==> config.mk <==
export PLATFORM = sky130hd
export DESIGN_NAME = ces_sqrt
export DESIGN_NICKNAME = d
export VERILOG_FILES = /design/src/rtl/ces_pkg.sv /design/src/rtl/ces_sqrt.sv
export SDC_FILE = /design/constraint.sdc
export NUM_CORES = 2
export LEC_CHECK = 0
export BUFFER_PORTS_ARGS = -buffer_cell sky130_fd_sc_hd__buf_2
export CELL_PAD_IN_SITES_DETAIL_PLACEMENT = 0
export CELL_PAD_IN_SITES_GLOBAL_PLACEMENT = 1
export CORE_MARGIN = 3
export CORE_UTILIZATION = 52
export CTS_BUF_LIST = sky130_fd_sc_hd__clkbuf_2 sky130_fd_sc_hd__clkbuf_4 sky130_fd_sc_hd__clkbuf_8
export DETAILED_ROUTE_END_ITERATION = 10
export PLACE_DENSITY = 0.84
export SETUP_SLACK_MARGIN = 0.05
export SYNTH_ARGS = -nofsm -noshare
export SYNTH_HDL_FRONTEND = slang
export SYNTH_SLANG_ARGS = --single-unit
==> constraint.sdc <==
create_clock -name clock -period 3.4 [get_ports clock]
set_input_delay 0.68 -clock clock [delete_from_list [all_inputs] [get_ports clock]]
set_output_delay 0.68 -clock clock [all_outputs]
set_load 0.005 [all_outputs]
==> src/rtl/ces_pkg.sv <==
// Package for the constrained endpoint snap unit: default widths, config codes.
// Depends on nothing; used by all rtl modules.
`default_nettype none
package ces_pkg;
   localparam int COORD_WIDTH_DEF = 24;
   localparam int FRAC_BITS_DEF   = 8;
   localparam logic MODE_BOX  = 1'b0;
   localparam logic MODE_LINE = 1'b1;
endpackage
`default_nettype wire

==> src/rtl/ces_sqrt.sv <==
// Pipelined restoring square root, one result bit per stage.
// Depends on ces_pkg; carries a side payload along with each operand.
`default_nettype none
module ces_sqrt #(
   parameter int IN_W  = 52,
   parameter int PAY_W = 8
) (
   input  wire logic                 clock,
   input  wire logic                 reset,
   input  wire logic                 in_valid,
   input  wire logic [IN_W-1:0]      in_radicand,
   input  wire logic [PAY_W-1:0]     in_payload,
   output logic                      out_valid,
   output logic [(IN_W+1)/2-1:0]     out_root,
   output logic [PAY_W-1:0]          out_payload
);
   import ces_pkg::*;
   localparam int RW = (IN_W + 1) / 2;
   localparam int NW = 2 * RW;

   logic [RW:0]       valid_ff;
   logic [NW-1:0]     rad_ff  [RW+1];
   logic [RW+1:0]     rem_ff  [RW+1];
   logic [RW-1:0]     root_ff [RW+1];
   logic [PAY_W-1:0]  pay_ff  [RW+1];

   // stage 0 holds the padded operand
   always_ff @(posedge clock) begin
      if (reset) valid_ff[0] <= 1'b0;
      else valid_ff[0] <= in_valid;
      rad_ff[0]  <= NW'(in_radicand);
      rem_ff[0]  <= '0;
      root_ff[0] <= '0;
      pay_ff[0]  <= in_payload;
   end

   // bring in two operand bits per stage, subtract the trial value when it fits
   for (genvar s = 0; s < RW; s++) begin : g_stage
      logic [RW+1:0]   rem_sh_in;
      logic [RW+1:0]   trial_in;
      logic            take_in;
      always_comb begin
         rem_sh_in = {rem_ff[s][RW-1:0], rad_ff[s][NW-1:NW-2]};
         trial_in  = {root_ff[s], 2'b01};
         take_in   = rem_sh_in >= trial_in;
      end
      always_ff @(posedge clock) begin
         if (reset) valid_ff[s+1] <= 1'b0;
         else valid_ff[s+1] <= valid_ff[s];
         rad_ff[s+1]  <= rad_ff[s] << 2;
         rem_ff[s+1]  <= take_in ? rem_sh_in - trial_in : rem_sh_in;
         root_ff[s+1] <= {root_ff[s][RW-2:0], take_in};
         pay_ff[s+1]  <= pay_ff[s];
      end
   end

   assign out_valid   = valid_ff[RW];
   assign out_root    = root_ff[RW];
   assign out_payload = pay_ff[RW];
endmodule
`default_nettype wire

==> flow_metrics.tcl <==
set metrics [dict create \
    status "finished, final reports clean" \
    cts_buffers 311 \
    ys_seq_area_share_pct 58.85 \
    fin_nets 6904 \
    async_flop_share_pct 0 \
    crit_chain "inv_1 -> ha_1 -> o21ai_1 -> a2111oi_4 -> a41oi_2 -> o41ai_2 -> buf_4 -> a311oi_1 -> o31ai_1 -> mux2_2 -> or3_1" \
    arrival_ps 4050 \
    drt_iter0_markers 2263 \
    worstSetupStartpointType "flop" \
    cts.sinks 1911 \
    cts_buffer_depth 4 \
    finalClockSkew_ps 77.53 \
    grt_pass1_vias 41280 \
    dr_total_vias 41910 \
    critPathRequiredTime_ps 4200 \
    worstPathMaxFanout 3 \
    place_area_um2 67710 \
    syn_inst 6018 \
    wl_met3_um 5268 \
    wl_per_cell_um 14.56 \
    area_growth_pct 14.78 \
    dieArea_um2 129300 \
    ys_ff_latch 1911 \
    std_cell_rows 129 \
    wl_met1_um 55410 \
    synthesis.area_um2 65000 \
    synth_top_area_cell "dfxtp_1" \
    detail-route-antenna-nets 0 \
    layout-drive-gt1-share_pct 12.66 \
    top_layer "met4" \
    power.density_nw_per_um2 780.0 \
    grt_pass1_wl_um 199600 \
    start_util_pct 52.44 \
    grt_max_degree 39 \
    crit_path_end_kind "flop" \
    relSlewSlack_pct 45.80 \
    place_congestion 0.8830 \
    setup_viol 0 \
    worst_pin_slew_ps 811.0 \
    synth_flop_cell "dfxtp_1" \
    fmax_mhz 306.9 \
    cpPeakStageDelay_ps 470 \
    core_um2 124000 \
    cts_max_level 5 \
    fin_crit_sh_pct 95.84 \
    grt-ovfl-total 0 \
    fillCellCount 10160 \
    finalWorstPathRequiredPeriod_ps 3258 \
    syn-num-nets 6460 \
    timing.setup.tns_ps 0 \
    rsz0062_at_grt "false" \
    peakVddDrop_v 0.0005834 \
    syn_area_per_cell_um2 10.80 \
    synth_enable_flop_cells 0 \
    leakagePower_nw 35.10 \
    dr_wl_met2_um 56050 \
    clock_latency_ps 940 \
    hold_viol_final 0 \
    pin_count 98 \
    die_y_um 359.6 \
    critPathSlowestCell "a2111oi_4" \
    drv_slew 0 \
    clk_pin_slew_ps 70 \
    grt_usage_pct 18.51 \
    max_cap_viol_count 0 \
    antenna_found_initial 2 \
    final_area_um2 74610 \
    yosysTopAreaCellShare_pct 58.85 \
    cts_root_buffer "clkbuf_8" \
    vias_per_cell 5.050 \
    wl_um 120800 \
    dr.pass1.iters 5 \
    synth_warnings 0 \
    dpl.hpwl_um 87050 \
    hold_class "input port to flop" \
    portBuffers 97 \
    synthTopCellsByArea "dfxtp_1 59%, ha_1 7.3%, xnor2_1 3.3%" \
    critPathKind "flop to flop" \
    die_w_um 359.6 \
    cts_tree "built" \
    synthDistinctLibCells 89 \
    route.detailed.drc 0 \
]
==> per-layer routing <==
layer | track usage [%] | vias to the layer above
li1 | - | 21480
met1 | 23.68 | 19250
met2 | 30.75 | 878
met3 | 3.582 | 304
met4 | 7.716 | 0
met5 | 0 | -
==> layout by cell type, fill, tap and decap left out, types with 92 or more instances in the layout <==
cell type  instances
nor2_1           349
xor2_1           239
xnor2_1          245
ha_1             379
dfxtp_1         1911
a21oi_1          316
o21ai_0          251
clkbuf_8         374
nor3_1           140
a21o_1           115
nand2_1          352
buf_2             97
inv_1            474
clkbuf_4          92
mux2_2            93
nand3_1           95
==> through the flow <==
step           hold WS (ps)  setup slack (ps)  util, %  power, W  cells
6_report              163.5             141.6    60.19   0.05819   8299
5_1_grt               124.8             9.782    60.19   0.06156   8299
4_1_cts               55.52             58.14    60.14   0.05887   8293
3_5_place_dp          312.1             73.44    54.62   0.03901   7723
3_3_place_gp          309.6             87.62    54.62   0.03881   7723
2_1_floorplan         309.6             377.1        -   0.03609   6018
==> repair_timing <==
action	4_1_cts	5_1_grt
setup buffers	1	1
endpoints found under the hold margin	61	0
gates resized for setup	1	11
pin swaps	1	2
hold buffers	61	0
setup endpoints to repair	11	76
==> power breakdown <==
| group | internal [W] | total (W) | leakage (nW) | switching (W) |
|---|---|---|---|---|
| clock | 0.0113 | 0.0195 | 3.33 | 0.00818 |
| combinational | 0.00499 | 0.0104 | 15.8 | 0.00545 |
| sequential | 0.0259 | 0.0282 | 16.0 | 0.00232 |
==> cell families (layout without fill, tap and decap cells) <==
logic type                 Yosys count  in the layout  synth area share (%)
DFF                               1911           1911                 58.85
and+or+nand+nor                   1465           1465                 11.37
AOI/OAI and AO/OA                 1100           1100                 10.77
buffers and inverters              574           1213                 3.397
xor gates and xnor gates           484            484                 6.521
adders and majority gates          379            379                 7.295
muxes                              104            104                 1.780
other                                1              6              0.005769
==> flip-flops by register name, summed over array words and instances, names as in the netlist <==
name / flops
root_ff: 351
rad_ff: 702
out_valid: 1
pay_ff: 216
valid_ff: 26
rem_ff: 615
==> final timing paths <==
check,start,end,slack (ps),cells past startpoint
worst min register to register,rad_ff[0][657],rad_ff[0][711],280,0
worst min-delay path,reset,valid_ff[25],160,2
worst max register to register,root_ff[1][208],rem_ff[1][277],140,11
worst max-delay path,root_ff[1][208],rem_ff[1][277],140,11
==> area by class of cell <==
| type | count | area (µm²) | area share [%] |
|---|---|---|---|
| Clock inverter | 42 | 382.9 | 0.5132 |
| Sequential cell | 1911 | 38260 | 51.28 |
| Timing Repair Buffer | 229 | 1667 | 2.234 |
| Clock buffer | 466 | 5838 | 7.825 |
| Tap cell | 1637 | 2048 | 2.745 |
| Inverter | 476 | 1787 | 2.395 |
| Multi-Input combinational cell | 3533 | 24620 | 33.00 |
| Antenna cell | 5 | 12.51 | 0.01677 |
==> synthesized netlist by cell type (11+ instances only) <==
cell type / n
inv_1: 474
nand3b_1: 14
nor2_1: 351
mux2_2: 93
xnor2_1: 245
nand2b_1: 63
o41ai_1: 11
nor4_1: 85
mux2i_1: 11
nor4b_1: 11
a31oi_1: 33
o21bai_1: 29
or4_1: 28
buf_2: 13
nand3_1: 95
a211oi_1: 38
xor2_1: 239
o31a_1: 12
or2_2: 24
or3_1: 63
nor3_1: 141
and3_1: 23
o31ai_1: 41
a21boi_0: 23
ha_1: 379
clkbuf_1: 71
dfxtp_1: 1911
o21ai_0: 254
nand2_1: 352
nand4_1: 61
a21oi_1: 318
o21a_1: 84
nor3b_1: 14
o211ai_1: 28
and2_1: 16
nor2b_1: 80
a21o_1: 115
==> critical path: cells and delay by family, from the launching register on <==
kind,cells,cell delay (ps)
flip-flops,1,330
adder cells (fa/ha/maj),1,270
multiplexers,1,370
AND/OR/NAND/NOR,1,290
buffers and inverters,2,210
AO/OA/AOI/OAI,6,1620
Power figures use the tool's default switching activity.
